[src/design/sdps_pkg.sv]
// Types and constants of the stable descending pair sort core
`default_nettype none

package sdps_pkg;

   localparam int KEY_BITS          = 16;
   localparam int SCORE_BITS        = 16;
   localparam int LIST_CAPACITY_DEF = 64;

   typedef struct packed {
      logic [KEY_BITS-1:0]          item_key;
      logic signed [SCORE_BITS-1:0] item_score;
      logic                         last_in;
   } req_type;

   typedef struct packed {
      logic [KEY_BITS-1:0]          sorted_key;
      logic signed [SCORE_BITS-1:0] sorted_score;
      logic                         last_out;
      logic                         overflow;
   } rsp_type;

   // one slot of the sorted row
   typedef struct packed {
      logic                         valid;
      logic [KEY_BITS-1:0]          key;
      logic signed [SCORE_BITS-1:0] score;
   } entry_type;

   typedef struct packed {
      logic load;   // insert the broadcast pair
      logic drain;  // shift the row one slot towards the head
   } cell_ctl_type;

   typedef enum logic [1:0] {
      ST_LOAD  = 2'b01,
      ST_DRAIN = 2'b10
   } state_type;

endpackage

`default_nettype wire

[src/design/sdps_cell.sv]
// One slot of the systolic insertion row
`default_nettype none

module sdps_cell
   import sdps_pkg::*;
(
   input  wire logic         clock,
   input  wire logic         reset,
   input  wire cell_ctl_type ctl,
   input  wire entry_type    new_entry,
   input  wire entry_type    prev_entry,
   input  wire logic         prev_ins,
   input  wire entry_type    next_entry,
   output entry_type         own_entry,
   output logic              own_ins
);

   logic                         valid_ff, valid_in;
   logic [KEY_BITS-1:0]          key_ff, key_in;
   logic signed [SCORE_BITS-1:0] score_ff, score_in;

   // strictly greater: an equal score lands behind the ones already held
   assign own_ins = valid_ff && ($signed(new_entry.score) > $signed(score_ff));

   always_comb begin
      valid_in = valid_ff;
      key_in   = key_ff;
      score_in = score_ff;
      if (ctl.drain) begin
         valid_in = next_entry.valid;
         key_in   = next_entry.key;
         score_in = next_entry.score;
      end else if (ctl.load) begin
         if (prev_ins) begin
            valid_in = prev_entry.valid;
            key_in   = prev_entry.key;
            score_in = prev_entry.score;
         end else if (own_ins || (!valid_ff && prev_entry.valid)) begin
            valid_in = 1'b1;
            key_in   = new_entry.key;
            score_in = new_entry.score;
         end
      end
   end

   always_ff @(posedge clock) begin
      if (reset) begin
         valid_ff <= 1'b0;
      end else begin
         valid_ff <= valid_in;
      end
   end

   always_ff @(posedge clock) begin
      key_ff   <= key_in;
      score_ff <= score_in;
   end

   assign own_entry.valid = valid_ff;
   assign own_entry.key   = key_ff;
   assign own_entry.score = score_ff;

endmodule

`default_nettype wire

[config.mk]
export PLATFORM = sky130hd
export DESIGN_NAME = sdps_cell
export DESIGN_NICKNAME = d
export VERILOG_FILES = /design/src/design/sdps_pkg.sv /design/src/design/sdps_cell.sv
export SDC_FILE = /design/constraint.sdc
export NUM_CORES = 1
export LEC_CHECK = 0
export ABC_AREA = 1
export BUFFER_PORTS_ARGS = -buffer_cell sky130_fd_sc_hd__buf_2
export CAP_MARGIN = 20
export CORE_UTILIZATION = 38
export CTS_CLUSTER_DIAMETER = 50
export DETAILED_ROUTE_END_ITERATION = 7
export PLACE_DENSITY = 0.76
export SETUP_SLACK_MARGIN = 0.4
export SYNTH_ARGS = -nofsm -noshare
export SYNTH_HDL_FRONTEND = slang
export SYNTH_SLANG_ARGS = --single-unit
[constraint.sdc]
create_clock -name clock -period 2.7 [get_ports clock]
set_clock_uncertainty 0.2 [all_clocks]
set_input_delay 0 -clock clock [delete_from_list [all_inputs] [get_ports clock]]
set_output_delay 0 -clock clock [all_outputs]
set_load 0.01 [all_outputs]
==> qor.txt <==
worst path required time - 2.56 ns
Slew HR - 0.536
EDFF count, synth - 32
grt ovf - 0
Fill cells - 388
RSZ-0062 raised after global routing - yes
ys async rst share - 0
Leakage - 1.89 nW
FP Rows - 26
ys flop type - edfxtp_1
CTS buffer count - 5
CP endpoint kind - flip-flop
area fraction of the dominant cell type after synthesis - 0.451
DRT Wirelength - 8240 um
R2R Path End - score_ff[5]
hold_sp - reset
core area - 5270 um2
clock transition at the registers of the reported paths - 0.07 ns
sequential standard cell area - 981 um2
Crit path largest cell delay - 0.38 ns
GR Util All Layers - 0.283
n_diodes - 0
crit path time final - 2.33 ns
I/O Buffers - 136
worst hold path stage count - 5
wire length per cell - 14.9 um
yosys warns - 0
Detailed Routing Iterations Pass 1 - 4
Syn Area/Cell - 7.87 um2
critical path's most frequent cell - nand2_2
H-Tree Depth - 2
# nets final - 601
count leader, synth - a21oi_1
highest clock rate - 0.430 GHz
first-pass GRT wire length - 12900 um
setup ws final - 0.373 ns
Setup TNS Final - 0 ns
Final period util - 0.862
cell area after synthesis - 2130 um2
Pins Over Slew Limit - 0
Pwr Density - 416 nW/um2
CP Launch Type - flip-flop
Arrival @ worst endpoint - 2.19 ns
post-synthesis sequential area ratio - 0.460
largest net degree at the start of global routing - 35
Worst Tran Pin Value - 0.696 ns
Max VDD drop - 312 uV
Int Pwr - 1.15 mW
DP Wirelength - 4670 um
die area - 5910 um2
switching power share of the total - 0.298
post-synthesis cell count - 271
maximum clock path buffer count - 2
ranking of synthesized cells by area - edfxtp_1, a21oi_1, nand2_1
GPL Wtd Cong - 0.789
synth unique cells - 19
Multi-input gate area - 1110 um2
drt drc - 0
register share of total power - 0.396
clock root buffer - clkbuf_8
clock sink total - 33
syn_nets - 391
Initial Util - 0.405
CP max-delay cell - edfxtp_1
via count - 2800
max-cap violations - 0
Cell Chain, Critical Path - inv_2 -> ha_4 -> nand2_1 -> nor2_2 -> nand2_1 -> clkinv_1 -> nand2_2 -> nand3_1 -> nand2_2 -> nand2_2 -> nand2_2 -> nand2_4 -> clkinvlp_4 -> buf_12 -> buf_12
Die Ht - 76.9 um
pre-CTS WS - 0.166 ns
TritonCTS clock tree - done
Comb pwr share - 0.362
reg-to-reg critical path startpoint - score_ff[15]
number of global-route vias before repair - 2906
worst skew pair latency - 0.29 ns
worst min-delay path class - in2reg
Clk network pwr share - 0.242
Hold EP - valid_ff
area grow syn2layout - 84.8%
initial DRC count - 151
layout cells sized above 1 - 0.384
critical path class - reg2reg
Chip Width - 76.9 um
reg2reg path depth - 15
Synth Register Bits - 33
status - finished clean
Post-synth top cells - a21oi_1, nand2_1, nor2_1
reg-to-reg slack, setup - 0.37 ns
NetSw - 0.488 mW
CP Max Fanout - 8
Vias/cell - 5.07
Top Ports - 138
Final Hold Viols - 0
number of antenna violations at the first check in global routing - 0
antenna-violating nets left - 0
Yosys top cell by area - edfxtp_1
number of setup violations in the final report - 0
[through the flow]
step / hold WS (ns) / instance area, um2 / utilization / instances / power [mW]
after global routing: 0.309 / 3940 / 0.748 / 552 / 1.73
after CTS: 0.266 / 3910 / 0.742 / 549 / 1.62
after global placement: 0.0457 / 2920 / 0.554 / 467 / 1.04
after detailed placement: 0.0451 / 2920 / 0.554 / 467 / 1.06
after floorplan: -0.0565 / 2150 / - / 271 / 0.871
final: 0.274 / 3940 / 0.748 / 552 / 1.64
[cell type report]
class / instances / area share
timing repair buffer: 218 / 0.396
multi-input combinational: 195 / 0.282
inverter: 28 / 0.0286
sequential: 33 / 0.249
clock buffer: 8 / 0.0229
tap: 70 / 0.0222
[power by group through the flow]
stage          Combinational (mW)  Clock [mW]  Sequential (mW)
6_report                    0.594       0.397            0.649
5_1_grt                     0.649       0.424            0.655
4_1_cts                     0.567       0.405            0.648
3_5_place_dp                0.401           0            0.658
3_3_place_gp                0.388           0            0.656
2_1_floorplan               0.184           0            0.687
[logic make-up after synthesis]
family                   share of synthesized area
AND/OR/NAND/NOR                              0.192
AO/OA/AOI/OAI                                0.176
buffers and inverters                       0.0781
flip-flops                                   0.460
adder cells (fa/ha/maj)                     0.0939
[worst max path at each step]
| stage | start | cells after the start | end |
|---|---|---|---|
| 4_1_cts | score_ff[2] | 18 | score_ff[4] |
| 6_report | score_ff[15] | 15 | score_ff[5] |
| 3_5_place_dp | score_ff[3] | 15 | score_ff[13] |
| 2_1_floorplan | score_ff[5] | 14 | key_ff[0] |
| 5_1_grt | score_ff[7] | 15 | key_ff[2] |
| 3_3_place_gp | score_ff[5] | 15 | score_ff[13] |
[critical path: cells and delay by family (launching register included)]
family | cells | cell delay (ns)
fa+ha+maj | 1 | 0.28
buf+inv | 5 | 0.50
flops | 1 | 0.38
simple gates | 9 | 0.73
[cell usage in the layout, fill, tap and decap left out, types with 9 or more instances in the layout]
master | Yosys | layout
nor2_1 | 40 | 39
ha_1 | 16 | 9
buf_2 | 1 | 136
nand2_1 | 58 | 52
a21oi_1 | 70 | 66
inv_1 | 27 | 19
dlygate4sd3_1 | 0 | 69
edfxtp_1 | 32 | 32
[per-layer routing]
| layer | GRT usage | part of all wire | vias to the layer above |
|---|---|---|---|
| li1 | - | - | 1322 |
| met1 | 0.291 | 0.37 | 1313 |
| met2 | 0.543 | 0.53 | 146 |
| met3 | 0.0619 | 0.076 | 19 |
| met4 | 0.119 | 0.025 | 0 |
| met5 | 0 | 0 | - |
[sequential cells by signal (all words and copies together) (netlist names)]
register,flops
valid_ff,1
score_ff,16
key_ff,16
[repair_timing]
item	in CTS	in global routing
endpoints found under the hold margin	33	0
gates resized for setup	19	7
pin swaps	14	7
setup buffers	3	3
hold buffers	69	0
cloned	2	0
setup endpoints to repair	32	60
(Power assumes the default switching activity.)
