===== src/design/sdps_pkg.sv =====
// Types and constants of the stable descending pair sort core
`default_nettype none

package sdps_pkg;

   localparam int KEY_BITS          = 16;
   localparam int SCORE_BITS        = 16;
   localparam int LIST_CAPACITY_DEF = 64;

   typedef struct packed {
      logic [KEY_BITS-1:0]          item_key;
      logic signed [SCORE_BITS-1:0] item_score;
      logic                         last_in;
   } req_type;

   typedef struct packed {
      logic [KEY_BITS-1:0]          sorted_key;
      logic signed [SCORE_BITS-1:0] sorted_score;
      logic                         last_out;
      logic                         overflow;
   } rsp_type;

   // one slot of the sorted row
   typedef struct packed {
      logic                         valid;
      logic [KEY_BITS-1:0]          key;
      logic signed [SCORE_BITS-1:0] score;
   } entry_type;

   typedef struct packed {
      logic load;   // insert the broadcast pair
      logic drain;  // shift the row one slot towards the head
   } cell_ctl_type;

   typedef enum logic [1:0] {
      ST_LOAD  = 2'b01,
      ST_DRAIN = 2'b10
   } state_type;

endpackage

`default_nettype wire


===== src/design/sdps_ctrl.sv =====
// Load/drain sequencer, overflow tracking and result register
`default_nettype none

module sdps_ctrl
   import sdps_pkg::*;
(
   input  wire logic      clock,
   input  wire logic      reset,
   input  wire logic      start,
   input  wire logic      last_in,
   input  wire logic      row_full,
   input  wire entry_type head_entry,
   input  wire logic      head_last,
   output logic           busy,
   output cell_ctl_type   ctl,
   output logic           rsp_valid,
   output rsp_type        rsp_data
);

   state_type state_ff, state_in;
   logic      overflow_ff, overflow_in;
   logic      rsp_valid_ff, rsp_valid_in;
   rsp_type   rsp_ff, rsp_in;
   logic      accept;

   assign busy   = (state_ff != ST_LOAD);
   assign accept = start && !busy;

   always_comb begin
      state_in  = state_ff;
      ctl.load  = 1'b0;
      ctl.drain = 1'b0;
      unique case (state_ff)
         ST_LOAD: begin
            ctl.load = accept && !row_full;
            if (accept && last_in) begin
               state_in = ST_DRAIN;
            end
         end
         ST_DRAIN: begin
            ctl.drain = 1'b1;
            if (head_last) begin
               state_in = ST_LOAD;
            end
         end
         default: begin
            state_in = ST_LOAD;
         end
      endcase
   end

   always_comb begin
      overflow_in = overflow_ff;
      if (ctl.drain && head_last) begin
         overflow_in = 1'b0;
      end else if (accept && row_full) begin
         overflow_in = 1'b1;
      end
   end

   assign rsp_valid_in        = ctl.drain;
   assign rsp_in.sorted_key   = head_entry.key;
   assign rsp_in.sorted_score = head_entry.score;
   assign rsp_in.last_out     = head_last;
   assign rsp_in.overflow     = overflow_ff;

   always_ff @(posedge clock) begin
      if (reset) begin
         state_ff     <= ST_LOAD;
         overflow_ff  <= 1'b0;
         rsp_valid_ff <= 1'b0;
      end else begin
         state_ff     <= state_in;
         overflow_ff  <= overflow_in;
         rsp_valid_ff <= rsp_valid_in;
      end
   end

   always_ff @(posedge clock) begin
      rsp_ff <= rsp_in;
   end

   assign rsp_valid = rsp_valid_ff;
   assign rsp_data  = rsp_ff;

endmodule

`default_nettype wire


===== config.mk =====
export PLATFORM = sky130hd
export DESIGN_NAME = sdps_ctrl
export DESIGN_NICKNAME = d
export VERILOG_FILES = /design/src/design/sdps_pkg.sv /design/src/design/sdps_ctrl.sv
export SDC_FILE = /design/constraint.sdc
export NUM_CORES = 1
export LEC_CHECK = 0
export ABC_AREA = 1
export ABC_CLOCK_PERIOD_IN_PS = 800
export BUFFER_PORTS_ARGS = -buffer_cell sky130_fd_sc_hd__buf_2
export CORE_UTILIZATION = 32
export CTS_CLUSTER_DIAMETER = 30
export DETAILED_ROUTE_END_ITERATION = 7
export PLACE_DENSITY = 0.73
export SKIP_CTS_REPAIR_TIMING = 1
export SYNTH_ARGS = -nofsm -noshare
export SYNTH_HDL_FRONTEND = slang
export SYNTH_SLANG_ARGS = --single-unit

===== constraint.sdc =====
create_clock -name clock -period 0.8 [get_ports clock]
set_input_delay 0.04 -clock clock [delete_from_list [all_inputs] [get_ports clock]]
set_output_delay 0.04 -clock clock [all_outputs]
set_load 0.1 [all_outputs]

==> out/metrics.csv <==
stage,metric,value,unit
finish,area.sequential,812,um^2
synthesis,avgSynthCellArea,14.5,um^2
timing,fin_worst_skew,0.00738,ns
worst_setup_path,r2r_cells,5,
die,die_h,54.1,um
die,coreArea,2520,um^2
global_route,antenna_found_initial,0,
timing,fmax,830,MHz
pwr,power.share.switching,33.8,%
worst_setup_path,startpoint_type,register,
timing,setup_slack,-0.405,ns
detailed_routing,drt_iter0_markers,13,
worst_setup_path,path_buf_inv,2,
clock_network,cts_tree,yes,
hold_path,min_to,overflow_ff,
worst_setup_path,r2r_setup_slack,-0.13,ns
detailed_routing,wl,3490,um
clock_network,clock_sinks,38,
detailed_routing,via_per_inst,4.41,
global_route,grt-ovfl-total,0,
pwr,p_int,0.00298,W
finish,drive_above_1_share,72.6,%
die,start_util,34.4,%
worst_setup_path,critPathSlowestCell,dfxtp_4,
worst_setup_path,reg2reg_from,state_ff[0],
global_route,grt.total_usage,13.5,%
global_route,grt_pass1_vias,635,
detailed_routing,drc,0,
synthesis,yosysSeqAreaShare,87.6,%
worst_setup_path,crit_fanout,3,
timing,final-setup-viol-count,41,
worst_setup_path,reg2reg_to,state_ff[1],
clock_network,clk_path_buf_depth,2,
placement,gp_congestion,0.655,
placement,dp.cells,165,
clock_network,ctsHtreeMaxLevel,2,
pwr,power_density,1900,nW/um^2
pwr,leakagePower,1.08,nW
pwr,seqPwrFrac,46.5,%
outcome,violations,setup timing,
worst_setup_path,crit_type,reg2out,
pwr,power_frac_clock,21.1,%
detailed_routing,drt_pass1_iterations,4,
timing,fin_setup_tns,-4.70,ns
pwr,switchingPower,0.00152,W
synthesis,synthCells,60,
worst_setup_path,cp_data_arrival_time,1.16,ns
finish,syn2layout_area_growth,173,%
die,io-pin-count,77,
timing,rsz0062_at_grt,yes,
outcome,status,finished with violations,
die,die_w,54.1,um
synthesis,yosys_register_bits,38,
finish,post-route-util,93.8,%
finish,final_common_cell,buf_12,
hold_path,hold_path.class,in2reg,
finish,nFillCells,73,
die,fp.dieArea,2930,um^2
finish,antenna_cells,0,
worst_setup_path,critPathTopFamily,flip-flops,
global_route,grt_max_degree,11,
hold_path,min_from,start,
detailed_routing,vias,921,
pwr,p_comb_share,32.4,%
pwr,max-vdd-ir-drop,2010,uV
placement,portBuffers,75,
worst_setup_path,cp.required,0.76,ns
die,num_rows,18,
synthesis,synth_cell_types,13,
worst_setup_path,max_stage_delay,0.38,ns
timing,finalCritPeriodShare,151,%
finish,nNetsFinal,219,
timing,final_max_slew_viol_count,0,
finish,multi_input_area,110,um^2
worst_setup_path,path_cells,inv_4 > nand3_4 > nor2_4 > buf_12,
clock_network,clk_latency,0.33,ns
hold_path,hold_path_depth,3,
detailed_routing,postRouteAntennaNets,0,
timing,hold_viol_final,0,
global_route,grt_pass1_wl,2600,um
clock_network,cts_root_buf,clkbuf_4,
detailed_routing,wl_per_cell,16.7,um
synthesis,synth_nets,99,
placement,place_hpwl,1710,um
synthesis,synth_area,868,um^2
timing,slew_headroom,89.6,%
finish,layout.cells.non_filler,209,
finish,layout_common_cells,"buf_12 (38), dlygate4sd3_1 (37), buf_2 (37)",
clock_network,numCtsBuffers,5,
clock_network,cts.clk_slew.worst_paths,0.10,ns
timing,fin_crit,1.20,ns
synthesis,synth_warnings,0,
worst_setup_path,crit_path_end_kind,primary output,
run,maxCapViolCount,0,
timing,worstMarginPinSlew,0.156,ns
## power groups by stage
| stage | logic (W) | registers (W) | clock network, W |
|---|---|---|---|
| finish | 0.00146 | 0.00210 | 0.000952 |
| global route | 0.00149 | 0.00211 | 0.00106 |
| CTS | 0.00129 | 0.00210 | 0.000958 |
| detailed placement | 0.00129 | 0.00214 | 0 |
| global placement | 0.00127 | 0.00214 | 0 |
| floorplan | 0.0000916 | 0.00277 | 0 |
## cells in the mapped netlist
library cell / n / area share [%]
a21oi_1: 1 / 0.58
nand2_1: 3 / 1.3
inv_1: 5 / 2.2
nor2_1: 3 / 1.3
buf_4: 1 / 0.86
nor3_1: 1 / 0.58
nand4_1: 1 / 0.72
dfxtp_1: 38 / 88
nand2_2: 2 / 1.4
nor2_4: 1 / 1.3
o21ai_1: 1 / 0.58
inv_2: 1 / 0.43
nand3_1: 2 / 1.2
## kinds of logic (layout without fill, tap and decap cells)
logic type / Yosys count / after routing / share of synthesized area (%)
flip-flops: 38 / 38 / 87.6
AND/OR/NAND/NOR: 13 / 13 / 7.78
buffers and inverters: 7 / 126 / 3.46
AO/OA/AOI/OAI: 2 / 2 / 1.15
## state kept, by name, indices dropped and copies added, names as in the netlist
register,flops
rsp_valid,1
state_ff,2
overflow_ff,1
rsp_data,34
## area by class of cell
class / count / area share, %
multi-input cells: 15 / 4.65
repair buffers: 114 / 56.2
well taps: 30 / 1.59
flip-flops and latches: 38 / 34.3
inverters: 6 / 1.06
clock buffers: 6 / 2.17
## metrics by stage
stage / cell area [um^2] / setup slack (ns) / hold slack [ns] / total power [W]
after floorplan: 940 / -0.220 / 0.0677 / 0.00286
after global placement: 1920 / -0.0291 / 0.143 / 0.00341
after detailed placement: 1920 / -0.0833 / 0.144 / 0.00343
after CTS: 1970 / -0.458 / -0.206 / 0.00434
after global routing: 2370 / -0.462 / 0.0114 / 0.00466
final: 2370 / -0.405 / 0.0237 / 0.00451
## worst max-delay path by stage
stage,from,end,depth (start not counted)
floorplan,state_ff[1],ctl[1],3
global placement,state_ff[1],ctl[1],4
detailed placement,state_ff[1],ctl[1],4
CTS,state_ff[1],ctl[1],4
global route,state_ff[1],ctl[1],4
finish,state_ff[1],ctl[1],4
## worst reg2reg max path, stage by stage, from the launching register on
cell	delay [ns]
dfxtp_4	0.38
inv_2	0.08
nand2_2	0.11
nor2_4	0.11
nand2_1	0.08
o21ai_1	0.10
## per-layer routing
metal	wire length, um	global-route usage (%)	up-vias
met3	343	9.89	9
met1	1140	11.3	425
li1	-	-	420
met5	0	0	-
met2	1920	24.7	67
met4	91	3.85	0
Note: power is estimated with default switching activity, not from simulation.
